## src/design/spd_pkg.sv

```systemverilog
`timescale 1ns / 1ps
// spd_pkg: shared types and constants of the sensor packet deframer
// no dependencies; used by spd_ctrl, spd_datapath and the top level

package spd_pkg;

  // frame start marker ('P')
  localparam logic [7:0] HEAD_BYTE = 8'h50;

  // fixed frame byte positions
  localparam int IDX_NODE     = 1;
  localparam int IDX_FIELD_LO = 8;
  localparam int IDX_FIELD_HI = 24;
  localparam int NUM_FIELD    = IDX_FIELD_HI - IDX_FIELD_LO + 1;

  // earliest resync position after a checksum error
  localparam int RESYNC_FROM = 2;

  // controller states
  typedef enum logic [1:0] {
    ST_IDLE,
    ST_SCAN,
    ST_FLUSH,
    ST_DECIDE
  } spd_state_t;

  // commands from controller to datapath
  typedef struct packed {
    logic append;
    logic scan_start;
    logic scan_rd;
    logic drop;
    logic emit;
  } spd_cmd_t;

  // status from datapath to controller
  typedef struct packed {
    logic fill_last;
    logic rd_last;
    logic frame_good;
    logic out_free;
  } spd_status_t;

endpackage

```

## src/design/spd_ctrl.sv

```systemverilog
`timescale 1ns / 1ps
// spd_ctrl: controller state machine of the deframer
// depends on spd_pkg; drives spd_datapath through command/status structs

module spd_ctrl (
  input  logic                clk,
  input  logic                rst,
  input  logic                in_valid,
  output logic                in_ready,
  input  spd_pkg::spd_status_t st,
  output spd_pkg::spd_cmd_t    cmd
);

  spd_pkg::spd_state_t state;
  spd_pkg::spd_state_t state_next;

  // state register
  always_ff @(posedge clk) begin
    if (rst) begin
      state <= spd_pkg::ST_IDLE;
    end else begin
      state <= state_next;
    end
  end

  // next state
  always_comb begin
    state_next = state;
    unique case (state)
      spd_pkg::ST_IDLE: begin
        if (in_valid && st.fill_last) begin
          state_next = spd_pkg::ST_SCAN;
        end
      end
      spd_pkg::ST_SCAN: begin
        if (st.rd_last) begin
          state_next = spd_pkg::ST_FLUSH;
        end
      end
      spd_pkg::ST_FLUSH: begin
        state_next = spd_pkg::ST_DECIDE;
      end
      spd_pkg::ST_DECIDE: begin
        if (!st.frame_good || st.out_free) begin
          state_next = spd_pkg::ST_IDLE;
        end
      end
      default: begin
        state_next = spd_pkg::ST_IDLE;
      end
    endcase
  end

  // outputs
  always_comb begin
    cmd      = '0;
    in_ready = 1'b0;
    unique case (state)
      spd_pkg::ST_IDLE: begin
        in_ready       = 1'b1;
        cmd.append     = in_valid;
        cmd.scan_start = in_valid && st.fill_last;
      end
      spd_pkg::ST_SCAN: begin
        cmd.scan_rd = 1'b1;
      end
      spd_pkg::ST_FLUSH: begin
        cmd = '0;
      end
      spd_pkg::ST_DECIDE: begin
        cmd.drop = !st.frame_good;
        cmd.emit = st.frame_good && st.out_free;
      end
      default: begin
        cmd = '0;
      end
    endcase
  end

endmodule

```

## src/design/spd_datapath.sv

```systemverilog
`timescale 1ns / 1ps
// spd_datapath: circular frame buffer, scan accumulators and output register
// depends on spd_pkg; controlled by spd_ctrl

module spd_datapath #(
  parameter int PKT_LEN = 26
) (
  input  logic                 clk,
  input  logic                 rst,
  input  spd_pkg::spd_cmd_t    cmd,
  output spd_pkg::spd_status_t st,
  input  logic [7:0]           rx_byte,
  input  logic                 out_ready,
  output logic                 out_valid,
  output logic [3:0]           node_id,
  output logic [3:0]           key_status,
  output logic [1:0]           lighthouse_id,
  output logic                 data_valid,
  output logic [31:0]          timestamp,
  output logic signed [18:0]   pos_x,
  output logic signed [18:0]   pos_y,
  output logic signed [18:0]   pos_z,
  output logic signed [15:0]   gyro_q_x,
  output logic signed [15:0]   gyro_q_y,
  output logic signed [15:0]   gyro_q_z
);

  localparam int AW = $clog2(PKT_LEN);
  localparam int CW = $clog2(PKT_LEN + 1);
  localparam logic [CW:0]   LEN_W  = (CW + 1)'(PKT_LEN);
  localparam logic [CW-1:0] LEN_C  = CW'(PKT_LEN);
  localparam logic [CW-1:0] LAST_C = CW'(PKT_LEN - 1);
  localparam logic [AW-1:0] LAST_A = AW'(PKT_LEN - 1);

  logic [7:0]    mem [PKT_LEN];
  logic [AW-1:0] base;
  logic [CW-1:0] fill;
  logic [AW-1:0] rd_idx;
  logic [7:0]    rd_data;
  logic          d_vld;
  logic [AW-1:0] d_idx;

  logic [CW-1:0] head0;
  logic [CW-1:0] head2;
  logic [7:0]    sum;
  logic [7:0]    last_byte;
  logic [7:0]    b_node;
  logic [7:0]    cap [spd_pkg::NUM_FIELD];

  logic [CW:0]   wr_sum;
  logic [AW-1:0] wr_addr;
  logic [CW:0]   rd_sum;
  logic [AW-1:0] rd_addr;
  logic [CW-1:0] drop_n;
  logic [CW:0]   base_sum;
  logic [AW-1:0] base_next;
  logic [7:0]    b8, b9, b10, b11, b12, b13, b14, b15;
  logic [7:0]    b16, b17, b18, b19, b20, b21, b22, b23, b24;

  // physical addresses, buffer is circular from base
  always_comb begin
    wr_sum = (CW + 1)'(base) + (CW + 1)'(fill);
    if (wr_sum >= LEN_W) begin
      wr_addr = AW'(wr_sum - LEN_W);
    end else begin
      wr_addr = AW'(wr_sum);
    end
    rd_sum = (CW + 1)'(base) + (CW + 1)'(rd_idx);
    if (rd_sum >= LEN_W) begin
      rd_addr = AW'(rd_sum - LEN_W);
    end else begin
      rd_addr = AW'(rd_sum);
    end
  end

  // drop amount: misaligned head first, otherwise resync point
  always_comb begin
    if (head0 != '0) begin
      drop_n = head0;
    end else begin
      drop_n = head2;
    end
    base_sum = (CW + 1)'(base) + (CW + 1)'(drop_n);
    if (base_sum >= LEN_W) begin
      base_next = AW'(base_sum - LEN_W);
    end else begin
      base_next = AW'(base_sum);
    end
  end

  // frame buffer memory
  always_ff @(posedge clk) begin
    if (cmd.append) begin
      mem[wr_addr] <= rx_byte;
    end
    rd_data <= mem[rd_addr];
  end

  // fill level and buffer start
  always_ff @(posedge clk) begin
    if (rst) begin
      fill <= '0;
      base <= '0;
    end else begin
      priority if (cmd.append) begin
        fill <= fill + CW'(1);
      end else if (cmd.drop) begin
        fill <= fill - drop_n;
        base <= base_next;
      end else if (cmd.emit) begin
        fill <= '0;
      end
    end
  end

  // scan read counter and read pipeline tag
  always_ff @(posedge clk) begin
    if (rst) begin
      rd_idx <= '0;
      d_vld  <= 1'b0;
    end else begin
      d_vld <= cmd.scan_rd;
      if (cmd.scan_start) begin
        rd_idx <= '0;
      end else if (cmd.scan_rd && rd_idx != LAST_A) begin
        rd_idx <= rd_idx + AW'(1);
      end
    end
  end

  always_ff @(posedge clk) begin
    d_idx <= rd_idx;
  end

  // head search, checksum and field capture over the scan
  always_ff @(posedge clk) begin
    if (cmd.scan_start) begin
      head0 <= LEN_C;
      head2 <= LEN_C;
      sum   <= '0;
    end else if (d_vld) begin
      if (head0 == LEN_C && rd_data == spd_pkg::HEAD_BYTE) begin
        head0 <= CW'(d_idx);
      end
      if (head2 == LEN_C && rd_data == spd_pkg::HEAD_BYTE &&
          d_idx >= AW'(spd_pkg::RESYNC_FROM)) begin
        head2 <= CW'(d_idx);
      end
      if (d_idx == LAST_A) begin
        last_byte <= rd_data;
      end else begin
        sum <= sum + rd_data;
      end
      if (d_idx == AW'(spd_pkg::IDX_NODE)) begin
        b_node <= rd_data;
      end
      for (int k = 0; k < spd_pkg::NUM_FIELD; k++) begin
        if (d_idx == AW'(spd_pkg::IDX_FIELD_LO + k)) begin
          cap[k] <= rd_data;
        end
      end
    end
  end

  // status to controller
  always_comb begin
    st.fill_last  = (fill == LAST_C);
    st.rd_last    = (rd_idx == LAST_A);
    st.frame_good = (head0 == '0) && (sum == last_byte);
    st.out_free   = !out_valid || out_ready;
  end

  // captured bytes by frame position
  assign b8  = cap[0];
  assign b9  = cap[1];
  assign b10 = cap[2];
  assign b11 = cap[3];
  assign b12 = cap[4];
  assign b13 = cap[5];
  assign b14 = cap[6];
  assign b15 = cap[7];
  assign b16 = cap[8];
  assign b17 = cap[9];
  assign b18 = cap[10];
  assign b19 = cap[11];
  assign b20 = cap[12];
  assign b21 = cap[13];
  assign b22 = cap[14];
  assign b23 = cap[15];
  assign b24 = cap[16];

  // output valid
  always_ff @(posedge clk) begin
    if (rst) begin
      out_valid <= 1'b0;
    end else if (cmd.emit) begin
      out_valid <= 1'b1;
    end else if (out_ready) begin
      out_valid <= 1'b0;
    end
  end

  // output payload
  always_ff @(posedge clk) begin
    if (cmd.emit) begin
      node_id       <= b_node[3:0];
      key_status    <= b_node[7:4];
      lighthouse_id <= {1'b0, b24[6]} + 2'd1;
      data_valid    <= b24[7];
      timestamp     <= {b23, b22, b21, b20};
      pos_x         <= {b24[1], b18[1:0], b9, b8};
      pos_y         <= {b24[3], b18[3:2], b11, b10};
      pos_z         <= {b24[5], b18[5:4], b13, b12};
      gyro_q_x      <= {b15, b14};
      gyro_q_y      <= {b17, b16};
      gyro_q_z      <= {b19, b18};
    end
  end

`ifndef SYNTHESIS
  // buffer start stays inside the buffer
  a_base_range: assert property (@(posedge clk) disable iff (rst)
    (CW + 1)'(base) < LEN_W)
    else $error("buffer start out of range");

  // a byte is never appended to a full buffer
  a_append_room: assert property (@(posedge clk) disable iff (rst)
    cmd.append |-> fill < LEN_C)
    else $error("append into full buffer");

  // a drop or an emit leaves room for the next byte
  a_after_decide: assert property (@(posedge clk) disable iff (rst)
    (cmd.drop || cmd.emit) |=> fill < LEN_C)
    else $error("buffer still full after decision");

  // a result never overwrites one still waiting
  a_emit_free: assert property (@(posedge clk) disable iff (rst)
    cmd.emit |-> (!out_valid || out_ready))
    else $error("result overwritten");

  // an emitted result is presented next cycle
  a_emit_valid: assert property (@(posedge clk) disable iff (rst)
    cmd.emit |=> out_valid)
    else $error("emitted result not presented");
`endif

endmodule

```

## src/design/sensor_packet_deframer_core.sv

```systemverilog
`timescale 1ns / 1ps
// sensor_packet_deframer_core: byte-serial deframer for fixed-length sensor packets
// flow: a byte that leaves the buffer short of PKT_LEN is only appended; the byte that
// fills it starts one buffer read per byte for the head search and checksum scan, then
// a read flush and a decision, which holds a good frame while an earlier result waits;
// results appear the cycle after the decision; reset (rst, synchronous) empties the buffer
// depends on spd_pkg, spd_ctrl and spd_datapath

module sensor_packet_deframer_core #(
  parameter int PKT_LEN = 26
) (
  input  logic               clk,
  input  logic               rst,
  input  logic               in_valid,
  output logic               in_ready,
  input  logic [7:0]         rx_byte,
  output logic               out_valid,
  input  logic               out_ready,
  output logic [3:0]         node_id,
  output logic [3:0]         key_status,
  output logic [1:0]         lighthouse_id,
  output logic               data_valid,
  output logic [31:0]        timestamp,
  output logic signed [18:0] pos_x,
  output logic signed [18:0] pos_y,
  output logic signed [18:0] pos_z,
  output logic signed [15:0] gyro_q_x,
  output logic signed [15:0] gyro_q_y,
  output logic signed [15:0] gyro_q_z
);

  spd_pkg::spd_cmd_t    cmd;
  spd_pkg::spd_status_t st;

  // controller
  spd_ctrl u_ctrl (
    .clk      (clk),
    .rst      (rst),
    .in_valid (in_valid),
    .in_ready (in_ready),
    .st       (st),
    .cmd      (cmd)
  );

  // datapath
  spd_datapath #(
    .PKT_LEN (PKT_LEN)
  ) u_datapath (
    .clk           (clk),
    .rst           (rst),
    .cmd           (cmd),
    .st            (st),
    .rx_byte       (rx_byte),
    .out_ready     (out_ready),
    .out_valid     (out_valid),
    .node_id       (node_id),
    .key_status    (key_status),
    .lighthouse_id (lighthouse_id),
    .data_valid    (data_valid),
    .timestamp     (timestamp),
    .pos_x         (pos_x),
    .pos_y         (pos_y),
    .pos_z         (pos_z),
    .gyro_q_x      (gyro_q_x),
    .gyro_q_y      (gyro_q_y),
    .gyro_q_z      (gyro_q_z)
  );

endmodule
```

## config.mk

```make
export PLATFORM = sky130hd
export DESIGN_NAME = sensor_packet_deframer_core
export DESIGN_NICKNAME = d
export VERILOG_FILES = /design/src/design/spd_pkg.sv /design/src/design/spd_ctrl.sv /design/src/design/spd_datapath.sv /design/src/design/sensor_packet_deframer_core.sv
export SDC_FILE = /design/constraint.sdc
export NUM_CORES = 1
export LEC_CHECK = 0
export ABC_CLOCK_PERIOD_IN_PS = 17200
export BUFFER_PORTS_ARGS = -buffer_cell sky130_fd_sc_hd__buf_2
export CAP_MARGIN = 20
export CORE_AREA = 2 2 289 291
export DETAILED_ROUTE_END_ITERATION = 8
export DIE_AREA = 0 0 291 293
export PLACE_DENSITY_LB_ADDON = 0.08
export SLEW_MARGIN = 20
export SYNTH_ARGS = -nofsm -noshare
export SYNTH_HDL_FRONTEND = slang
export SYNTH_SLANG_ARGS = --single-unit
```

## constraint.sdc

```tcl
create_clock -name clk -period 17.2 [get_ports clk]
set_input_delay 1.72 -clock clk [delete_from_list [all_inputs] [get_ports clk]]
set_output_delay 1.72 -clock clk [all_outputs]
set_load 0.005 [all_outputs]
```

# Word-level counts from Yosys, hierarchy flattened
# Memory sizes are Yosys's and may differ from the RTL's. A register that Yosys moved wholly into a read port is not among the register bits.
# Index checks and enable logic that the tools add are counted.
dict set report totals {
  regBits 142
  mem_bits_rw 344
  input_bits 12
  memories 2
  romBits 0
  latchBits 0
  output_inout_bits 150
}
# memory words width rd rd_ports_with_merged_regs wr line
set memory_table {}
lappend memory_table {u_datapath.mem 26 8 1 1 1 spd_datapath.sv:35} ;# logic [7:0] mem [PKT_LEN];
lappend memory_table {u_datapath.cap 17 8 17 15 1 spd_datapath.sv:48} ;# logic [7:0] cap [spd_pkg::NUM_FIELD];
dict set report op_classes {
  add_sub_neg 11
  mux 135
  eq_ne 32
  n_reduce_logical 40
  div 0
  order_cmp 4
  n_bitwise 3
  shift 0
  n_mul 0
}
# operator count
set ops {}
lappend ops {{2-to-1 mux 8 bit} 16}
lappend ops {{OR reduction 8 bit} 16}
lappend ops {{2-to-1 mux 5 bit} 23}
lappend ops {{2-to-1 mux 1 bit} 90}
lappend ops {{== test 5 bit (second input constant)} 14}
lappend ops {{== test 5 x 4 -> 1 bit (second input constant)} 8}
lappend ops {{adder 5 x 5 -> 6 bit} 3}
lappend ops {{greater-or-equal comparator 6 x 5 -> 1 bit (second input constant)} 3}
lappend ops {{subtractor 5 bit (second input constant)} 3}
lappend ops {{adder 5 x 1 -> 5 bit (second input constant)} 2}
lappend ops {{2-to-1 mux 2 bit} 5}
lappend ops {{AND reduction 3 bit} 3}
lappend ops {{adder 8 bit} 1}
lappend ops {{== test 8 x 7 -> 1 bit (second input constant)} 1}
lappend ops {{== test 8 bit} 1}
lappend ops {{one-hot mux 2 bit (4 select lines)} 1}
lappend ops {{AND reduction 2 bit} 4}
lappend ops {{logical AND 1 bit} 7}
lappend ops {{== test 5 x 1 -> 1 bit (second input constant)} 1}
lappend ops {{greater-or-equal comparator 5 x 2 -> 1 bit (second input constant)} 1}
lappend ops {{zero test 5 bit} 1}
lappend ops {{inequality test 5 bit (second input constant)} 1}
lappend ops {{nonzero test 5 bit} 1}
lappend ops {{subtractor 5 bit} 1}
lappend ops {{other kinds (12)} 18}

# Logic depth before layout (Yosys ltp)
# Gate-level depths: netlist (run 1).
dict set report depth {
  word_depth 22
  depth_mapped 13
}

# Hierarchy
# A second synthesis (run 1) with hierarchy kept.
dict set report hier_totals {
  hier_cells 1099
  hier_area_um2 20397.1
}
# module instances area_each_um2 cells_each
set by_module_without_submodules {}
lappend by_module_without_submodules {spd_datapath 1 20189.4 1076}
lappend by_module_without_submodules {spd_ctrl 1 207.7 23}

# Least setup slack after synthesis (run 1)
# No wires, ideal clock.
dict set report synth_path {
  path_kind {in2reg}
  from {input out_ready}
  to {register u_datapath.gyro_q_x[0], in the netlist gyro_q_x[0], read port of u_datapath.cap, enable pin}
  n_path_buf 0
  arrival_ns 7.683
  setup_ns 0.645
  required_time_ns 16.555
  path_slack_ns 8.872
  cell_stages 2
  path_cell_list {nor2b_1 nor2_1}
}
# element line
set synth_rtl {}
lappend synth_rtl {{start, declared} sensor_packet_deframer_core.sv:18} ;# input logic out_ready,
lappend synth_rtl {{end, declared} spd_datapath.sv:23} ;# output logic signed [15:0] gyro_q_x,

# Worst setup path in the final report (run 1)
dict set report layout_path {
  from {register u_datapath.rd_idx[0]}
  to {register u_datapath.rd_data[0], read port of u_datapath.mem}
}
dict set report layout_via {
  elab_chain_cells 3
  word_cells_on_any_way 4
  cone_classes {add/sub (2); order compare (1); mux (1)}
}
# element line
set layout_lines {}
lappend layout_lines {{start, declared} spd_datapath.sv:38} ;# logic [AW-1:0] rd_idx;
lappend layout_lines {{start signal, assigned} spd_datapath.sv:126} ;# rd_idx <= rd_idx + AW'(1);
lappend layout_lines {{adder 5 x 5 -> 6 bit *} spd_datapath.sv:68} ;# rd_sum = (CW + 1)'(base) + (CW + 1)'(rd_idx);
lappend layout_lines {{subtractor 5 bit or greater-or-equal comparator 6 x 5 -> 1 bit (tied branches)} {spd_datapath.sv:70, spd_datapath.sv:69}}
lappend layout_lines {{2-to-1 mux 5 bit *} spd_datapath.sv:69} ;# if (rd_sum >= LEN_W) begin
lappend layout_lines {{end, declared} spd_datapath.sv:39} ;# logic [7:0] rd_data;
# Mark *: on every way between the ends. The rest lies on a longest branch, timed or not.
# A chain may end at the register's enable or synchronous reset.

==> flow_summary.yaml, run 1 <==
clock_network:
  clk_pin_slew_worst_paths_ps: 60
  cts_tree: "done"
  clock_path_buffers: 3
  numCtsBuffers: 61
  ctsHoldBuffers: 0
  htree_levels: 2
  postCtsSetupRepairBufs: 0
  clkSinkCount: 549
  ctsResizeCount: 0
  insertion_delay_ps: 620
  cts_root_buffer: "clkbuf_16"
worst_setup_path:
  critical_path.slowest_cell: "a2111oi_0"
  crit_type: "flip-flop to flip-flop"
  cp-start-kind: "flip-flop"
  worstPathArrival_ps: 5130
  worst_setup_path_end_kind: "flip-flop"
  critPathRequiredTime_ps: 17760
  crit_fanout: 60
  critPathMaxStageDelay_ps: 940
  path_cells: "ha_4 > fa_1 > a211oi_2 > o21ba_1 > nor2_1 > a221oi_4 > buf_4 > mux4_2 > nor3_1 > a2111oi_0 > a211o_1"
synth:
  ys_seq_elements: 549
  synth_warnings: 0
  synth_fp_nets: 1183
  synth_top_area_share_pct: 73.6
  yosys-top-cells-area: "edfxtp_1, dfxtp_1, mux4_2"
  syn_area_um2: 20400
  synthCells: 1128
  async_flop_share_pct: 0
  synth.avg_cell_area_um2: 18.1
  synthFlopType: "edfxtp_1"
  ys_types: 59
  synth_top_cell_by_area: "edfxtp_1"
  synth_edf_count: 499
  synth_seq_area_share_pct: 78.5
place:
  portBuffers: 161
  dp_hpwl_um: 32800
  globalplace.congestion: 0.699
  dp.cells: 2342
pwr:
  p_int_uw: 2480
  irDropWorstVdd_mv: 0.0756
  p_per_area_nw_per_um2: 137
  seqPwrFrac_pct: 46.6
  leakagePower_uw: 0.00839
  swShare_pct: 26.1
  p_sw_uw: 877
  p_comb_share_pct: 15.3
  clockPowerShare_pct: 38.2
floorplanning:
  die_w_um: 291
  core_area_um2: 81800
  die_h_um: 293
  initial_core_util_pct: 24.9
  std_cell_rows: 105
  die_area_um2: 85300
  io_pins: 162
run:
  max_cap_viol_count: 0
sta:
  tns_ps: 0
  timing.fmax_mhz: 219
  setup_viol: 0
  skew_ps: 19.3
  holdWs_ps: 403
  grt_setup_unrepaired: "no"
  worstMarginPinSlew_ps: 1110
  fin_crit_sh_pct: 26.5
  slew_headroom_pct: 26.2
  hold_violations: 0
  slew_viol_final: 0
  period_minus_slack_ps: 4570
run_status:
  status: "complete, no violations"
finish:
  mostFrequentLayoutCell: "edfxtp_1"
  layout_common_cells: "edfxtp_1, buf_2, nor2_1, clkbuf_16, dfxtp_1"
  fill_cells: 8077
  multi_input_area_um2: 4140
  regArea_um2: 16000
  layout-drive-gt1-share_pct: 22.7
  stdcell_count: 2456
  nets: 1390
  areaGrowthSynthToFinish_pct: 20.2
worst_hold_path:
  holdCritPathClass: "flip-flop to flip-flop"
routing:
  post_drt_wl_per_cell_um: 20.9
  vias_per_cell: 4.23
  dr.pass1.iters: 5
  route.detailed.drc: 0
  wl_um: 51300
  first_iter_violations: 565
  antenna_left: 0
  num_vias: 10400
grt:
  grt_max_degree: 63
  grt_pass1_wl_um: 75200
  grt_pass1_vias: 10800
  grt_usage_pct: 12.0
  grt-ovfl-total: 0
  antenna_found_initial: 1
-- cells in the mapped netlist, types with 2 or more instances --
master	number
nand4_1	4
nand2b_1	3
buf_2	4
or4_1	4
ha_1	38
o21ai_0	15
nand2_1	41
a211oi_2	2
mux2_2	3
mux4_2	37
o22ai_1	2
inv_1	29
o211ai_1	3
nand4b_1	2
a211o_1	8
a31oi_1	9
clkbuf_1	17
nor3_1	17
and2_1	5
nor2_1	102
and3_1	3
o31ai_1	2
a221oi_1	2
buf_1	3
a211oi_1	5
fa_1	5
nand3_1	16
edfxtp_1	499
a2111oi_0	10
xor2_1	17
buf_4	8
nor2b_1	7
a21oi_1	46
xnor2_1	15
o21bai_1	6
nand3b_1	5
nor4_1	6
mux2i_1	41
dfxtp_1	50
a21o_1	14
or3_1	5
-- critical path: cells and delay by family, from the launching register on --
kind,cells,cell delay [ps]
buffers and inverters,1,800
AO/OA/AOI/OAI,5,1960
adder cells (fa/ha/maj),2,660
AND/OR/NAND/NOR,2,160
multiplexers,1,400
flip-flops,1,390
-- layout make-up --
| type | count | share of cell area (%) |
|---|---|---|
| Clock buffer | 88 | 7.26 |
| Antenna cell | 1 | 0.0102 |
| Sequential cell | 549 | 65.3 |
| Clock inverter | 25 | 0.879 |
| Timing Repair Buffer | 177 | 3.77 |
| Tap cell | 1070 | 5.47 |
| Inverter | 29 | 0.445 |
| Multi-Input combinational cell | 517 | 16.9 |
-- final timing paths --
kind	from	endpoint	slack [ps]	cells after the start
max reg2reg	u_datapath.rd_idx[0]$_SDFFE_PP0P_	u_datapath.rd_data[0]$_DFF_P_	12630	11
min reg2reg	u_datapath.cap[3][6]$_DFFE_PP_	pos_y[14]$_DFFE_PP_	400	0
max	u_datapath.rd_idx[0]$_SDFFE_PP0P_	u_datapath.rd_data[0]$_DFF_P_	12630	11
min	u_datapath.cap[3][6]$_DFFE_PP_	pos_y[14]$_DFFE_PP_	400	0
-- registers in the layout, summed over array words and instances, names as in the netlist, 2 cells and up --
name,flops
u_datapath.node_id,4
u_datapath.last_byte,8
gyro_q_x,16
u_datapath.rd_idx,5
u_datapath.d_idx,5
u_datapath.b_node,8
gyro_q_y,16
u_datapath.cap,133
u_datapath.head0,5
u_datapath.mem,208
u_datapath.rd_data,8
gyro_q_z,16
u_datapath.sum,8
pos_x,16
pos_z,16
u_datapath.key_status,4
timestamp,32
u_datapath.lighthouse_id,2
pos_y,16
u_ctrl.state,2
u_datapath.base,5
u_datapath.fill,5
u_datapath.head2,5
-- routing by layer --
metal | GRT usage, % | routed length (um)
met1 | 16.0 | 23500
met2 | 20.0 | 24800
met3 | 2.14 | 1980
met4 | 3.31 | 1040
met5 | 0 | 0
-- cell families after synthesis --
group / after synthesis / synth area share, %
multiplexers: 82 / 6.35
adder cells (fa/ha/maj): 43 / 2.83
AO/OA/AOI/OAI: 134 / 4.52
buffers and inverters: 62 / 1.35
XOR/XNOR: 32 / 1.38
flip-flops: 549 / 78.5
AND/OR/NAND/NOR: 226 / 5.10
-- power groups by stage --
stage / logic, uW / registers, uW / clock network (uW)
after floorplan: 294 / 1610 / 0
after global placement: 533 / 1590 / 0
after detailed placement: 537 / 1590 / 0
after CTS: 541 / 1570 / 1330
after global routing: 571 / 1570 / 1380
final: 513 / 1570 / 1280
-- through the flow --
stage	total power [uW]	area (um2)	util [%]	setup slack, ps
finish	3360	24500	29.9	12630
global route	3520	24500	29.9	12340
detailed placement	2130	22500	27.5	12670
floorplan	1910	20400	-	8870
global placement	2130	22500	27.5	11670
CTS	3440	24500	29.9	12610
Power figures use the tool's default switching activity.
==> run 2: changes to the inputs <==
--- a/config.mk
+++ b/config.mk
@@ -5,7 +5,7 @@
 export SDC_FILE = /design/constraint.sdc
 export NUM_CORES = 1
 export LEC_CHECK = 0
-export ABC_CLOCK_PERIOD_IN_PS = 17200
+export ABC_CLOCK_PERIOD_IN_PS = 4300
 export BUFFER_PORTS_ARGS = -buffer_cell sky130_fd_sc_hd__buf_2
 export CAP_MARGIN = 20
 export CORE_AREA = 2 2 289 291
==> constraint.sdc (replaced) <==
create_clock -name clk -period 4.3 [get_ports clk]
set_input_delay 0.43 -clock clk [delete_from_list [all_inputs] [get_ports clk]]
set_output_delay 0.43 -clock clk [all_outputs]
set_load 0.005 [all_outputs]
==> run 2 against run 1 <==
Net effect:
- largest power group unchanged
- highest routed layer unchanged
- routed wire length grew 2.6%
- count of clock-buffer cells in the layout is 6 lower
- register-to-register slack worse by 12000 ps
- die area unchanged
==> flow_summary.yaml, run 2 (synthesis results as in run 1) <==
worst_setup_path:
  cp-start-kind: "flip-flop"
  crit_fanout: 21
  rr_startpoint: "u_datapath.rd_idx[0]$_SDFFE_PP0P_"
  crit_path_start: "u_datapath.rd_idx[0]$_SDFFE_PP0P_"
  worst_setup_path_end_kind: "flip-flop"
  crit_type: "flip-flop to flip-flop"
  critPathRequiredTime_ps: 4830
  worstPathArrival_ps: 4320
sta:
  fin_crit_sh_pct: 88.0
  worstMarginPinSlew_ps: 918
  setup_viol: 0
  grt_setup_unrepaired: "no"
  timing.fmax_mhz: 264
  slew_viol_final: 0
  tns_ps: 0
  period_minus_slack_ps: 3790
  slew_headroom_pct: 38.6
  skew_ps: 22.3
  hold_violations: 0
routing:
  wl_um: 52600
  dr.pass1.iters: 5
  antenna_left: 0
  vias_per_cell: 4.22
  num_vias: 10500
  post_drt_wl_per_cell_um: 21.1
  route.detailed.drc: 0
  first_iter_violations: 594
run_status:
  status: "complete, no violations"
run:
  max_cap_viol_count: 0
pwr:
  p_int_uw: 10100
  p_sw_uw: 3690
  p_per_area_nw_per_um2: 556
  irDropWorstVdd_mv: 0.285
  p_comb_share_pct: 15.0
  clockPowerShare_pct: 38.9
  leakagePower_uw: 0.00863
  seqPwrFrac_pct: 46.0
  swShare_pct: 26.7
finish:
  largest_reg_flops: 208
  largest_register: "u_datapath.mem"
  layout_common_cells: "edfxtp_1, buf_2, nor2_1, clkbuf_16, dfxtp_1"
  layout-drive-gt1-share_pct: 24.5
  nets: 1427
  largestRegisters: "u_datapath.mem (208), u_datapath.cap (133), timestamp (32)"
  fill_cells: 8020
  stdcell_count: 2493
  antenna_cells: 0
  mostFrequentLayoutCell: "edfxtp_1"
  areaGrowthSynthToFinish_pct: 22.2
place:
  portBuffers: 161
  globalplace.congestion: 0.754
  dp.cells: 2374
  dp_hpwl_um: 34600
clock_network:
  numCtsBuffers: 66
  cts_root_buffer: "clkbuf_16"
  cts_tree: "done"
  htree_levels: 3
  clock_path_buffers: 3
  clkSinkCount: 549
  clk_pin_slew_worst_paths_ps: 60
  ctsResizeCount: 0
  insertion_delay_ps: 600
  postCtsSetupRepairBufs: 0
  ctsHoldBuffers: 0
floorplanning:
  die_h_um: 293
  initial_core_util_pct: 24.9
  die_area_um2: 85300
  die_w_um: 291
  io_pins: 162
  std_cell_rows: 105
  core_area_um2: 81800
grt:
  grt_max_degree: 44
  antenna_found_initial: 0
  grt-ovfl-total: 0
  grt_pass1_vias: 10800
  grt_usage_pct: 12.4
  grt_pass1_wl_um: 76600
worst_hold_path:
  holdCritPathClass: "input port to flip-flop"
  hold_start: "out_ready"
[run 2: final cells by class]
cell class                 instances  area (um2)  area share (%)
sequential                       549       16000            64.2
clock buffer                      82        1750            7.05
multi-input combinational        517        4130            16.6
inverter                          29         109           0.437
tap                             1070        1340            5.38
timing repair buffer             209        1240            4.99
clock inverter                    37         335            1.35
[run 2: worst paths after layout]
check / to / slack (ps) / cells after the start
worst min-delay path: u_datapath.out_valid$_SDFFE_PP0P_ / 230 / 4
worst min register to register: pos_x[0]$_DFFE_PP_ / 400 / 0
worst max-delay path: u_datapath.rd_data[0]$_DFF_P_ / 510 / 10
worst max register to register: u_datapath.rd_data[0]$_DFF_P_ / 510 / 10
[run 2: routing by layer]
metal / up-vias / GRT usage [%] / share of wire, %
met3: 61 / 2.87 / 5.2
met2: 252 / 20.1 / 47
met1: 5323 / 16.7 / 46
met4: 0 / 3.29 / 1.5
met5: - / 0 / 0
li1: 4886 / - / -
[run 2: power by group through the flow]
stage	clock [uW]	combinational [uW]	sequential, uW
final	5380	2080	6370
after global routing	5800	2290	6400
after CTS	5570	2180	6390
after detailed placement	0	2170	6500
after global placement	0	2170	6500
after floorplan	0	1180	6450
[run 2: critical path, stage by stage (launching register included)]
cell       delay, ps
dfxtp_1          390
ha_4             220
fa_1             440
a211oi_2         310
o21ba_1          280
nor4_1            70
o21ai_0          420
and2_1           700
nor3_1           140
a2111oi_0        590
a211o_1          170
[run 2: metrics by stage]
| stage | power (uW) | hold slack, ps | utilization, % | instance area, um2 | setup WS (ps) |
|---|---|---|---|---|---|
| 6_report | 13800 | 229 | 30.4 | 24900 | 515 |
| 4_1_cts | 14100 | 192 | 30.4 | 24900 | 531 |
| 3_5_place_dp | 8670 | 405 | 27.9 | 22800 | 587 |
| 2_1_floorplan | 7630 | 378 | - | 20400 | 385 |
| 5_1_grt | 14500 | 243 | 30.4 | 24900 | 148 |
| 3_3_place_gp | 8670 | 401 | 27.9 | 22800 | 710 |
